### src/rtl/olte_pkg.sv
// Shared types and constants for the ordered list table engine.
package olte_pkg;

    localparam int DATA_W       = 32;
    localparam int CAPACITY_DEF = 64;
    localparam int OP_W         = 3;
    localparam int IDX_W        = 6;
    localparam int CNT_W        = 7;
    localparam int ST_W         = 2;

    typedef enum logic [OP_W-1:0] {
        OP_GET     = 3'd0,
        OP_SET     = 3'd1,
        OP_INSERT  = 3'd2,
        OP_DELETE  = 3'd3,
        OP_PUSH    = 3'd4,
        OP_POP     = 3'd5,
        OP_FIND    = 3'd6,
        OP_REMOVE  = 3'd7
    } t_op;

    localparam logic [ST_W-1:0] STS_OK    = 2'd0;
    localparam logic [ST_W-1:0] STS_RANGE = 2'd1;
    localparam logic [ST_W-1:0] STS_FULL  = 2'd2;
    localparam logic [ST_W-1:0] STS_EMPTY = 2'd3;

    // controller -> datapath
    typedef struct packed {
        logic load;   // latch the input transfer
        logic check;  // range checks, single writes, pointer setup
        logic rd;     // issue a memory read
        logic wr;     // consume read data, advance pointer
        logic fin;    // commit count, load result register
    } t_cmd;

    // datapath -> controller
    typedef struct packed {
        logic err;
        logic loop;
        logic more;
        logic out_busy;
    } t_sts;

endpackage

### src/rtl/olte_ram.sv
// Generic single-write, single-read RAM with registered read data.
module olte_ram #(
    parameter int W = 32,
    parameter int D = 64
) (
    input  logic                 i_clk,
    input  logic                 i_we,
    input  logic [$clog2(D)-1:0] i_waddr,
    input  logic [W-1:0]         i_wdata,
    input  logic [$clog2(D)-1:0] i_raddr,
    output logic [W-1:0]         o_rdata
);
    logic [W-1:0] r_mem [D];
    logic [W-1:0] r_rdata;

    always_ff @(posedge i_clk) begin
        if (i_we) begin
            r_mem[i_waddr] <= i_wdata;
        end
        r_rdata <= r_mem[i_raddr];
    end

    assign o_rdata = r_rdata;
endmodule

### src/rtl/olte_ctrl.sv
// Sequencer for the list engine: check, read/write sweep, commit.
module olte_ctrl (
    input  logic          i_clk,
    input  logic          i_rst_n,
    input  logic          i_in_valid,
    output logic          o_in_stall,
    input  olte_pkg::t_sts i_sts,
    output olte_pkg::t_cmd o_cmd
);
    import olte_pkg::*;

    typedef enum logic [2:0] {
        S_IDLE, S_CHECK, S_RD, S_WR, S_FIN
    } t_state;

    t_state r_state, n_state;

    always_comb begin
        n_state = r_state;
        case (r_state)
            S_IDLE:  if (i_in_valid) n_state = S_CHECK;
            S_CHECK: n_state = (i_sts.err || !i_sts.loop) ? S_FIN : S_RD;
            S_RD:    n_state = S_WR;
            S_WR:    n_state = i_sts.more ? S_RD : S_FIN;
            S_FIN:   if (!i_sts.out_busy) n_state = S_IDLE;
            default: n_state = S_IDLE;
        endcase
    end

    always_ff @(posedge i_clk) begin
        if (!i_rst_n) begin
            r_state <= S_IDLE;
        end else begin
            r_state <= n_state;
        end
    end

    assign o_in_stall  = (r_state != S_IDLE);
    assign o_cmd.load  = (r_state == S_IDLE) && i_in_valid;
    assign o_cmd.check = (r_state == S_CHECK);
    assign o_cmd.rd    = (r_state == S_RD);
    assign o_cmd.wr    = (r_state == S_WR);
    assign o_cmd.fin   = (r_state == S_FIN) && !i_sts.out_busy;
endmodule

### src/rtl/olte_dp.sv
// Datapath: list memory, count, sweep pointers and result register.
module olte_dp #(
    parameter int CAPACITY = olte_pkg::CAPACITY_DEF
) (
    input  logic                         i_clk,
    input  logic                         i_rst_n,
    input  olte_pkg::t_cmd               i_cmd,
    output olte_pkg::t_sts               o_sts,
    input  logic [olte_pkg::OP_W-1:0]    i_op,
    input  logic [olte_pkg::IDX_W-1:0]   i_index,
    input  logic signed [olte_pkg::DATA_W-1:0] i_value,
    input  logic                         i_out_stall,
    output logic                         o_out_valid,
    output logic signed [olte_pkg::DATA_W-1:0] o_read_value,
    output logic                         o_found,
    output logic [olte_pkg::IDX_W-1:0]   o_found_index,
    output logic [olte_pkg::CNT_W-1:0]   o_removed_count,
    output logic [olte_pkg::ST_W-1:0]    o_status,
    output logic [olte_pkg::CNT_W-1:0]   o_element_count
);
    import olte_pkg::*;

    localparam int AW = $clog2(CAPACITY);
    localparam int CW = $clog2(CAPACITY + 1);
    localparam int IW = (CW > CNT_W) ? CW : CNT_W;

    t_op                r_op;
    logic [IDX_W-1:0]   r_idx;
    logic [DATA_W-1:0]  r_val;
    logic [CW-1:0]      r_cnt, r_ptr, r_wp;
    logic [DATA_W-1:0]  r_rd;
    logic               r_found;
    logic [CW-1:0]      r_fidx;
    logic [ST_W-1:0]    r_st;
    logic               r_out_valid;
    logic [DATA_W-1:0]  r_o_rd;
    logic               r_o_found;
    logic [IDX_W-1:0]   r_o_fidx;
    logic [CNT_W-1:0]   r_o_rem, r_o_cnt;
    logic [ST_W-1:0]    r_o_st;

    logic [IW-1:0]      idx_w, cnt_w, fidx_w, rem_w, ncnt_w;
    logic [CW-1:0]      ptr_nx, cnt_nx, rem;
    logic               full, err, loop, more, eq;
    logic [ST_W-1:0]    st_chk;
    logic               we;
    logic [AW-1:0]      waddr, raddr;
    logic [DATA_W-1:0]  wdata, rdata;

    assign idx_w = IW'(r_idx);
    assign cnt_w = IW'(r_cnt);
    assign full  = (cnt_w == IW'(CAPACITY));
    assign eq    = (rdata == r_val);

    always_comb begin
        st_chk = STS_OK;
        loop   = 1'b0;
        case (r_op)
            OP_GET: begin
                if (idx_w >= cnt_w) st_chk = STS_RANGE;
                loop = 1'b1;
            end
            OP_SET: if (idx_w >= cnt_w) st_chk = STS_RANGE;
            OP_INSERT: begin
                if (full) st_chk = STS_FULL;
                else if (idx_w > cnt_w) st_chk = STS_RANGE;
                loop = (idx_w != cnt_w);
            end
            OP_DELETE: begin
                if (idx_w >= cnt_w) st_chk = STS_RANGE;
                loop = ((idx_w + IW'(1)) < cnt_w);
            end
            OP_PUSH: if (full) st_chk = STS_FULL;
            OP_POP: begin
                if (r_cnt == '0) st_chk = STS_EMPTY;
                loop = 1'b1;
            end
            OP_FIND, OP_REMOVE: loop = (r_cnt != '0);
            default: loop = 1'b0;
        endcase
    end
    assign err = (st_chk != STS_OK);

    // next pointer and sweep continuation
    always_comb begin
        ptr_nx = r_ptr + CW'(1);
        more   = 1'b0;
        case (r_op)
            OP_INSERT: begin
                ptr_nx = r_ptr - CW'(1);
                more   = (IW'(ptr_nx) > idx_w);
            end
            OP_DELETE:  more = ((IW'(ptr_nx) + IW'(1)) < cnt_w);
            OP_FIND:    more = !eq && (ptr_nx < r_cnt);
            OP_REMOVE:  more = (ptr_nx < r_cnt);
            default:    more = 1'b0;
        endcase
    end

    // read address
    always_comb begin
        case (r_op)
            OP_INSERT: raddr = AW'(r_ptr - CW'(1));
            OP_DELETE: raddr = AW'(r_ptr + CW'(1));
            default:   raddr = r_ptr[AW-1:0];
        endcase
    end

    // write port
    always_comb begin
        we    = 1'b0;
        waddr = r_ptr[AW-1:0];
        wdata = rdata;
        if (i_cmd.check && !err && r_op == OP_SET) begin
            we = 1'b1; waddr = idx_w[AW-1:0]; wdata = r_val;
        end else if (i_cmd.check && !err && r_op == OP_PUSH) begin
            we = 1'b1; waddr = r_cnt[AW-1:0]; wdata = r_val;
        end else if (i_cmd.wr && (r_op == OP_INSERT || r_op == OP_DELETE)) begin
            we = 1'b1;
        end else if (i_cmd.wr && r_op == OP_REMOVE && !eq) begin
            we = 1'b1; waddr = r_wp[AW-1:0];
        end else if (i_cmd.fin && r_st == STS_OK && r_op == OP_INSERT) begin
            we = 1'b1; waddr = idx_w[AW-1:0]; wdata = r_val;
        end
    end

    olte_ram #(.W(DATA_W), .D(CAPACITY)) u_ram (
        .i_clk   (i_clk),
        .i_we    (we),
        .i_waddr (waddr),
        .i_wdata (wdata),
        .i_raddr (raddr),
        .o_rdata (rdata)
    );

    // count after commit
    always_comb begin
        cnt_nx = r_cnt;
        rem    = '0;
        if (r_st == STS_OK) begin
            case (r_op)
                OP_INSERT, OP_PUSH: cnt_nx = r_cnt + CW'(1);
                OP_DELETE, OP_POP:  cnt_nx = r_cnt - CW'(1);
                OP_REMOVE: begin
                    cnt_nx = r_wp;
                    rem    = r_cnt - r_wp;
                end
                default: cnt_nx = r_cnt;
            endcase
        end
    end
    assign ncnt_w = IW'(cnt_nx);
    assign rem_w  = IW'(rem);
    assign fidx_w = IW'(r_fidx);

    always_ff @(posedge i_clk) begin
        if (i_cmd.load) begin
            r_op  <= t_op'(i_op);
            r_idx <= i_index;
            r_val <= i_value;
        end
        if (i_cmd.check) begin
            r_st    <= st_chk;
            r_rd    <= '0;
            r_found <= 1'b0;
            r_fidx  <= '0;
            r_wp    <= '0;
            case (r_op)
                OP_INSERT: r_ptr <= r_cnt;
                OP_POP:    r_ptr <= r_cnt - CW'(1);
                OP_GET, OP_DELETE: r_ptr <= CW'(idx_w);
                default:   r_ptr <= '0;
            endcase
        end
        if (i_cmd.wr) begin
            r_ptr <= ptr_nx;
            case (r_op)
                OP_GET, OP_POP: r_rd <= rdata;
                OP_FIND: if (eq) begin
                    r_found <= 1'b1;
                    r_fidx  <= r_ptr;
                end
                OP_REMOVE: if (!eq) r_wp <= r_wp + CW'(1);
                default: r_wp <= r_wp;
            endcase
        end
        if (i_cmd.fin) begin
            r_o_rd    <= r_rd;
            r_o_found <= r_found;
            r_o_fidx  <= fidx_w[IDX_W-1:0];
            r_o_rem   <= rem_w[CNT_W-1:0];
            r_o_st    <= r_st;
            r_o_cnt   <= ncnt_w[CNT_W-1:0];
        end
    end

    always_ff @(posedge i_clk) begin
        if (!i_rst_n) begin
            r_cnt       <= '0;
            r_out_valid <= 1'b0;
        end else begin
            if (i_cmd.fin) begin
                r_cnt       <= cnt_nx;
                r_out_valid <= 1'b1;
            end else if (!i_out_stall) begin
                r_out_valid <= 1'b0;
            end
        end
    end

    assign o_sts.err      = err;
    assign o_sts.loop     = loop;
    assign o_sts.more     = more;
    assign o_sts.out_busy = r_out_valid && i_out_stall;

    assign o_out_valid     = r_out_valid;
    assign o_read_value    = r_o_rd;
    assign o_found         = r_o_found;
    assign o_found_index   = r_o_fidx;
    assign o_removed_count = r_o_rem;
    assign o_status        = r_o_st;
    assign o_element_count = r_o_cnt;
endmodule

### src/rtl/ordered_list_table_engine_unit.sv
// Top level of the ordered list table engine.
//
//  channel | valid       | stall       | payload
//  --------+-------------+-------------+---------------------------------------------
//  in      | i_in_valid  | o_in_stall  | i_op, i_index, i_value
//  out     | o_out_valid | i_out_stall | o_read_value, o_found, o_found_index,
//          |             |             | o_removed_count, o_status, o_element_count
//
// One item at a time. Set, push and any error go from check straight to commit;
// other items sweep N entries of the list memory between check and commit
// (get/pop: 1, insert: count-index, delete: count-index-1, find: up to count,
// remove_all: count). Each sweep step is a read, then a step that uses the read data.
// Reset (synchronous, active low) empties the list; the memory needs no clear.
// A stalled output holds the result; the next item may be taken meanwhile and
// waits at its commit step until the result register is free.
module ordered_list_table_engine_unit #(
    parameter int CAPACITY = olte_pkg::CAPACITY_DEF
) (
    input  logic                               i_clk,
    input  logic                               i_rst_n,
    input  logic                               i_in_valid,
    output logic                               o_in_stall,
    input  logic [olte_pkg::OP_W-1:0]          i_op,
    input  logic [olte_pkg::IDX_W-1:0]         i_index,
    input  logic signed [olte_pkg::DATA_W-1:0] i_value,
    output logic                               o_out_valid,
    input  logic                               i_out_stall,
    output logic signed [olte_pkg::DATA_W-1:0] o_read_value,
    output logic                               o_found,
    output logic [olte_pkg::IDX_W-1:0]         o_found_index,
    output logic [olte_pkg::CNT_W-1:0]         o_removed_count,
    output logic [olte_pkg::ST_W-1:0]          o_status,
    output logic [olte_pkg::CNT_W-1:0]         o_element_count
);
    import olte_pkg::*;

    t_cmd cmd;   // sequencer commands
    t_sts sts;   // datapath status

    olte_ctrl u_ctrl (
        .i_clk      (i_clk),
        .i_rst_n    (i_rst_n),
        .i_in_valid (i_in_valid),
        .o_in_stall (o_in_stall),
        .i_sts      (sts),
        .o_cmd      (cmd)
    );

    olte_dp #(.CAPACITY(CAPACITY)) u_dp (
        .i_clk           (i_clk),
        .i_rst_n         (i_rst_n),
        .i_cmd           (cmd),
        .o_sts           (sts),
        .i_op            (i_op),
        .i_index         (i_index),
        .i_value         (i_value),
        .i_out_stall     (i_out_stall),
        .o_out_valid     (o_out_valid),
        .o_read_value    (o_read_value),
        .o_found         (o_found),
        .o_found_index   (o_found_index),
        .o_removed_count (o_removed_count),
        .o_status        (o_status),
        .o_element_count (o_element_count)
    );
endmodule
### config.mk
export PLATFORM = sky130hd
export DESIGN_NAME = ordered_list_table_engine_unit
export DESIGN_NICKNAME = d
export VERILOG_FILES = /design/src/rtl/olte_pkg.sv /design/src/rtl/olte_ram.sv /design/src/rtl/olte_ctrl.sv /design/src/rtl/olte_dp.sv /design/src/rtl/ordered_list_table_engine_unit.sv
export SDC_FILE = /design/constraint.sdc
export NUM_CORES = 2
export LEC_CHECK = 0
export BUFFER_PORTS_ARGS = -buffer_cell sky130_fd_sc_hd__buf_4
export CAP_MARGIN = 0
export CORE_ASPECT_RATIO = 0.7
export CORE_MARGIN = 4
export CORE_UTILIZATION = 40
export CTS_BUF_LIST = sky130_fd_sc_hd__clkbuf_8
export DETAILED_ROUTE_END_ITERATION = 10
export GPL_TIMING_DRIVEN = 0
export PLACE_DENSITY = 0.58
export SYNTH_ARGS = -nofsm -noshare
export SYNTH_HDL_FRONTEND = slang
export SYNTH_SLANG_ARGS = --single-unit
export TNS_END_PERCENT = 30
### constraint.sdc
create_clock -name i_clk -period 13.25 [get_ports i_clk]
set_input_delay 2.65 -clock i_clk [delete_from_list [all_inputs] [get_ports i_clk]]
set_output_delay 2.65 -clock i_clk [all_outputs]
set_load 0.005 [all_outputs]
Word-level counts from Yosys, hierarchy flattened
Memory sizes are Yosys's and may differ from the RTL's. A register that Yosys moved wholly into a read port is not among the register bits. Index checks and enable logic that the tools add are counted.

Memories: 1. Register bits: 163. Logic and storage cells: 140. Output and inout port bits: 57. Input bits: 45. Bits in writable memories: 2048.

Reduce and logical (&&, ||, !) cells: 35. Equal/unequal tests: 18. $add $sub $neg: 8. $lt $le $gt $ge: 6. Muxes and demuxes: 54.

Memories: u_dp.u_ram.r_mem (depth 64, bits a word 32, rd ports 1, clocked after memory_dff 1, wr ports 1, line olte_ram.sv:13) `logic [W-1:0] r_mem [D];`.

Operators with widths (number): $mux 32 (8); $mux 7 (11); $pmux 7 s3 (2); $eq 32x32->1 (1); $mux 6 (5); $add 7x1->7 const B (4); $lt 7x7->1 (3); $eq 3x3->1 const B (5); $mux 1 (15); $pmux 3 s5 (1); $pmux 7 s2 (1); $sub 7x1->7 const B (2); $eq 3x2->1 const B (4); $logic_and 1x1->1 (12); $mux 3 (4); $pmux 6 s2 (1); $reduce_or 2->1 (5); $pmux 1 s4 (2); $pmux 2 s4 (1); $add 6x1->7 const B (1); $eq 7x7->1 const B (1); $ge 6x7->1 (1); $gt 6x7->1 (1); $gt 7x6->1 (1); other kinds (17) (29).

Longest topological paths before layout
Word-level depth: 12. Depth in mapped cells: 14. Gate-level depth less buffers: 13.

Modules after synthesis
From an unflattened synthesis, not the netlist that was laid out.

Cells, all modules: 4179. Area total of the unflattened synthesis: 87475.1 µm².

Modules (own cells, without submodules): olte_ram (times used 1, seq. area each 62139.6 µm², area each 78515.3 µm², cells an instance 3324); olte_dp (times used 1, seq. area each 4304.1 µm², area each 8768.4 µm², cells an instance 831); olte_ctrl (times used 1, seq. area each 60.1 µm², area each 191.4 µm², cells an instance 24).

Worst setup path before layout
OpenSTA, ideal clock, no wires.

Kind: in2reg. Start point: input port i_out_stall. End point: memory u_dp.u_ram.r_mem[42][0], enable pin. Buffers on the path: 1. Cell stages on the path: 8. Arrival: 6.280 ns. Setup time: 0.461 ns. Required time: 12.789 ns. Slack: 6.509 ns. Path through: nand2_1 -> nand4_1 -> clkbuf_1 -> o21ai_1 -> nor2_1 -> o211ai_1 -> nand4_1 -> nor3_1.

Cells in the longest elaborated chain, start to end: 12. Elaborated cells between the ends (all ways): 17. Classes of those cells: mux (12); reduce/logical (5).

RTL lines: start, declared (line ordered_list_table_engine_unit.sv:27) `input logic i_out_stall,`; $logic_and 1x1->1 (*) (line olte_dp.sv:214) `assign o_sts.out_busy = r_out_valid && i_out_stall;`; $logic_not 1->1 (*); $logic_and 1x1->1 (*) (line olte_ctrl.sv:43) `assign o_cmd.fin = (r_state == S_FIN) && !i_sts.out_busy;`; $logic_and 1x1->1 (*) (2 in a row) (line olte_dp.sv:122) `end else if (i_cmd.fin && r_st == STS_OK && r_op == OP_INSERT) begin`; $mux 1 (line olte_dp.sv:122); $mux 1 (line olte_dp.sv:120) `end else if (i_cmd.wr && r_op == OP_REMOVE && !eq) begin`; $mux 1 (line olte_dp.sv:118) `end else if (i_cmd.wr && (r_op == OP_INSERT || r_op == OP_DELETE)) begin`; $mux 1 (line olte_dp.sv:116) `end else if (i_cmd.check && !err && r_op == OP_PUSH) begin`; $mux 1 (line olte_dp.sv:114) `if (i_cmd.check && !err && r_op == OP_SET) begin`; $mux 1 (line olte_ram.sv:17) `if (i_we) begin`; $mux 1 (not written as such) (line olte_ram.sv:18) `r_mem[i_waddr] <= i_wdata;`; end, declared (line olte_ram.sv:13).

Mark *: on every way between the ends. The rest lies on a longest branch, timed or not.

Worst setup path after layout
Start point: register u_dp.r_val[5]. End point: memory u_dp.u_ram.r_mem[33][20], enable pin.

Cells in the longest elaborated chain, start to end: 9. Elaborated cells between the ends (all ways): 13. Classes of those cells: eq/ne (1); mux (10); reduce/logical (2).

RTL lines: start, declared (line olte_dp.sv:29) `logic [DATA_W-1:0] r_val;`; start signal, assigned (line olte_dp.sv:160) `r_val <= i_value;`; $eq 32x32->1 (*) (line olte_dp.sv:53) `assign eq = (rdata == r_val);`; $logic_not 1->1 (*) (line olte_dp.sv:120); $logic_and 1x1->1 (*) (line olte_dp.sv:120); $mux 1 (line olte_dp.sv:120); $mux 1 (line olte_dp.sv:118); $mux 1 (line olte_dp.sv:116); $mux 1 (line olte_dp.sv:114); $mux 1 (line olte_ram.sv:17); $mux 1 (not written as such) (line olte_ram.sv:18).

Marked as above.

==> metrics list <==
- The H-tree was split into 5 levels.
- Via count of the first global-routing pass: approximately 44000
- Number of cells produced by synthesis: 4195
- The congestion estimate from routability-driven global placement came to between 0.9 and 1.
- Number of post-CTS setup repair buffers: 0
* Final Routed Wirelength: between 200 and 250 mm
- Start-to-end type of the worst setup path: reg -> reg
- Port buffering added between 100 and 150 buffers.
- The core region is between 200000 and 250000 um^2.
- Summed over all nets, wire length on met3 after detailed routing comes to about 29 mm.
- Of the available clock period, the critical path in the final layout requires 0.5247.
- For the worst-skew pair, the clock arrives at the later sink with an insertion delay of about 0.94 ns.
* EDFF count, synth: about 2200
* Cell variety after synth: 66
- Leakage dissipation: around 33 nW
- MaxCap Viol Count: 2
- Before CTS, the worst setup slack after placement is between 5 and 6 ns.
* Post-DR vias/cell: 5.733
- The die is between 500 and 600 um wide.
- Failing checks: capacitance limit, slew limit
- Measured on the finished design, the core utilization comes to 0.4643.
- Clock buffer count from CTS: approximately 330
* Remaining max-slew budget at the tightest pin: -0.03946
- Initial antenna violation count: 19
- Overall routing resource usage: 0.2126
- Most common library cell in the layout ignoring fill and taps: sky130_fd_sc_hd__edfxtp_1
- For this run, the top clock speed supported by timing is between 100 and 150 MHz.
* CTS tree: yes
- Number of placed cells counting well taps: 7319
- Gates resized during post-CTS repair numbered 0.
- The first routing iteration left 6228 violations.
- The final layout contains just under 5000 nets.
- The initial utilization of the core area, before any placement, comes to 0.4039.
- Vias after detailed routing: about 45000
- Critical-path maximum fanout: 10
* Post-detailed-route wirelength per cell: 31.14 um
- Total met2 wirelength after detailed routing: a little under 100 mm
* Period minus WS final: around 7 ns
- Hold Buf Count CTS: 0
- Synth-to-layout area growth: 14.96%
- Clock sink count: approximately 2200
- The min-delay analysis places its worst path in the category reg -> reg.
* Critical Path AT: 7.58 ns
- A synthesized cell averages 20.98 um^2.
- Total negative setup slack: 0 ns
* FP Rows: between 100 and 150
- Total Die Area: ~230000 um^2
* Post-route antenna net violation count: 0
* Clock slew seen by the registers of the worst setup and hold paths: 0.06 ns
- For this run, the register share of the synthesized area comes to 0.7556.
* Setup repair after global routing missed its margin: false
- The worst setup path is captured at a flip-flop.
- Top-area cell type share of the netlist area: 0.7369
- For the pin with the worst max-slew slack, the measured transition is roughly 1.6 ns.
- Post-route met1 wirelength: between 100 and 150 mm
- Summed over all nets, the half-perimeter wirelength after detailed placement is roughly 170 mm.
- Aggregate global routing overflow: 0
* Post-Layout Cell Count: roughly 7900
- Worst vdd ir: just over 100 uV
- When the netlist entered floorplanning its net count stood at 4285.
- On the final layout, the worst hold slack is about 0.42 ns.
* Fin worst setup slack: around 6.3 ns
* Share of post-route cells with drive strength above 1: 0.2600
- Sorting the synthesized cells by area gives the leading types as sky130_fd_sc_hd__edfxtp_1 74%, sky130_fd_sc_hd__mux4_2 13%, sky130_fd_sc_hd__mux2i_1 4.5%.
- The Yosys step of the flow raised 0 warnings.
* Leading register cell type out of synthesis: sky130_fd_sc_hd__edfxtp_1
- Highest Signal Layer: met5
* Commonest cells after routing, fill and taps aside: 2160 x sky130_fd_sc_hd__edfxtp_1, 512 x sky130_fd_sc_hd__mux4_2, 394 x sky130_fd_sc_hd__mux2i_1
* Number of flip-flops and latches in the synthesized netlist: roughly 2200
- The final count of pins violating max slew was 14.
* Number of buffers on the longest clock path: 4
* Hold Fails Final Rpt: 0
- The biggest area contributor in the post-synthesis netlist is sky130_fd_sc_hd__edfxtp_1.
- The worst setup path is launched from a flip-flop.
- Entering global routing, the biggest net connects 65 pins.
- Die H: ~400 um
* Power density normalized to cell area: about 160 nW/um^2
- Netlist area before placement: about 90000 um^2
- At the worst endpoint, the required time is 13.88 ns.
- Clock tree synthesis selected as its root buffer the cell sky130_fd_sc_hd__clkbuf_8.
* Drt pass-1 iters: 5
- In this run the count of I/O pins placed on the die edge is 102.
- After detailed routing, the number of remaining DRC violations is 0.
- Setup violations remaining at the end of the flow were counted as 0.
- The flow ran to the end, but the final reports show violations.
* Setup clock skew after layout: between 0.05 and 0.06 ns
- Wire length of the first global-routing pass: between 300 and 400 mm
* Async set-or-reset flop fraction in the synthesized netlist: 0
-- state kept, by name, indices dropped and copies added, names as in the netlist, 2 cells and up --
| name | flops |
|---|---|
| u_dp.u_ram.r_mem | 2048 |
| u_dp.o_read_value | 32 |
| u_dp.r_rd | 32 |
| u_dp.r_val | 32 |
| u_dp.u_ram.o_rdata | 32 |
| u_dp.cnt_w | 7 |
| u_dp.o_element_count | 7 |
| u_dp.o_removed_count | 7 |
| u_dp.r_ptr | 7 |
| u_dp.r_wp | 7 |
| u_dp.fidx_w | 6 |
| u_dp.o_found_index | 6 |
| u_dp.r_idx | 6 |
| u_ctrl.r_state | 3 |
| u_dp.r_op | 3 |
| u_dp.o_status | 2 |
| u_dp.r_st | 2 |
-- worst paths after layout --
| path | start | endpoint | slack [ns] | depth (start not counted) |
|---|---|---|---|---|
| worst max-delay path | u_dp.r_val[5] | u_dp.u_ram.r_mem[33][20] | 6.30 | 11 |
| worst max register to register | u_dp.r_val[5] | u_dp.u_ram.r_mem[33][20] | 6.30 | 11 |
| worst min-delay path | u_dp.r_rd[21] | u_dp.o_read_value[21] | 0.42 | 0 |
| worst min register to register | u_dp.r_rd[21] | u_dp.o_read_value[21] | 0.42 | 0 |
-- worst max-delay path: stages (launching register included) --
cell	delay (ns)
sky130_fd_sc_hd__edfxtp_1	0.43
sky130_fd_sc_hd__xnor2_1	0.51
sky130_fd_sc_hd__nand4_1	0.32
sky130_fd_sc_hd__nor4_1	1.01
sky130_fd_sc_hd__a21o_1	0.25
sky130_fd_sc_hd__buf_2	0.26
sky130_fd_sc_hd__a31oi_1	0.16
sky130_fd_sc_hd__o311ai_1	1.20
sky130_fd_sc_hd__nand4_1	0.94
sky130_fd_sc_hd__nor3_2	1.08
sky130_fd_sc_hd__buf_6	0.28
sky130_fd_sc_hd__buf_6	0.18
-- layer usage --
metal,vias to the layer above,global-route usage
li1,18580,-
met1,24030,0.3336
met2,2359,0.2782
met3,389,0.06902
met4,2,0.06426
met5,-,0
-- area by class of cell --
cell class | count | area, um^2
Timing Repair Buffer | 225 | 2932
Fill cell | 18310 | 116700
Clock buffer | 342 | 4707
Multi-Input combinational cell | 1703 | 21070
Tap cell | 2900 | 3628
Buffer | 217 | 897.1
Clock inverter | 241 | 1309
Antenna cell | 10 | 25.02
Inverter | 33 | 123.9
Sequential cell | 2242 | 66500
-- report_power, final --
part	switching [mW]	internal (mW)
Clock	2.63	2.61
Sequential	0.0820	8.50
Combinational	2.02	0.802
Total	4.73	11.9
-- cells in the mapped netlist, drive strengths merged, types with 5 or more instances --
master  instances
edfxtp       2160
mux4          512
mux2i         394
nand2         144
buf           118
clkbuf         99
nor2           95
o21ai          83
dfxtp          82
a22oi          65
xnor2          52
ha             44
a21oi          40
nor3           39
nand3          36
inv            33
mux2           32
nand4          22
o22ai          12
xor2           11
nand2b          8
nor2b           8
a21o            7
a31oi           7
nand3b          7
o211ai          7
o21a            7
o31ai           6
a311oi          5
or3b            5
-- metrics by stage --
| stage | power (mW) | area, um^2 |
|---|---|---|
| after floorplan | 10.12 | 88020 |
| after global placement | 11.38 | 92410 |
| after detailed placement | 11.52 | 95090 |
| after CTS | 16.71 | 101100 |
| after global routing | 17.24 | 101200 |
| final | 16.64 | 101200 |
-- cell families after synthesis --
group,after synthesis,share of synthesized area
mux,938,0.1799
buf+inv,250,0.01150
flops,2242,0.7556
fa+ha+maj,45,0.006482
compound gates,270,0.02002
xor+xnor,63,0.006269
simple gates,387,0.02027
(Power assumes the default switching activity.)
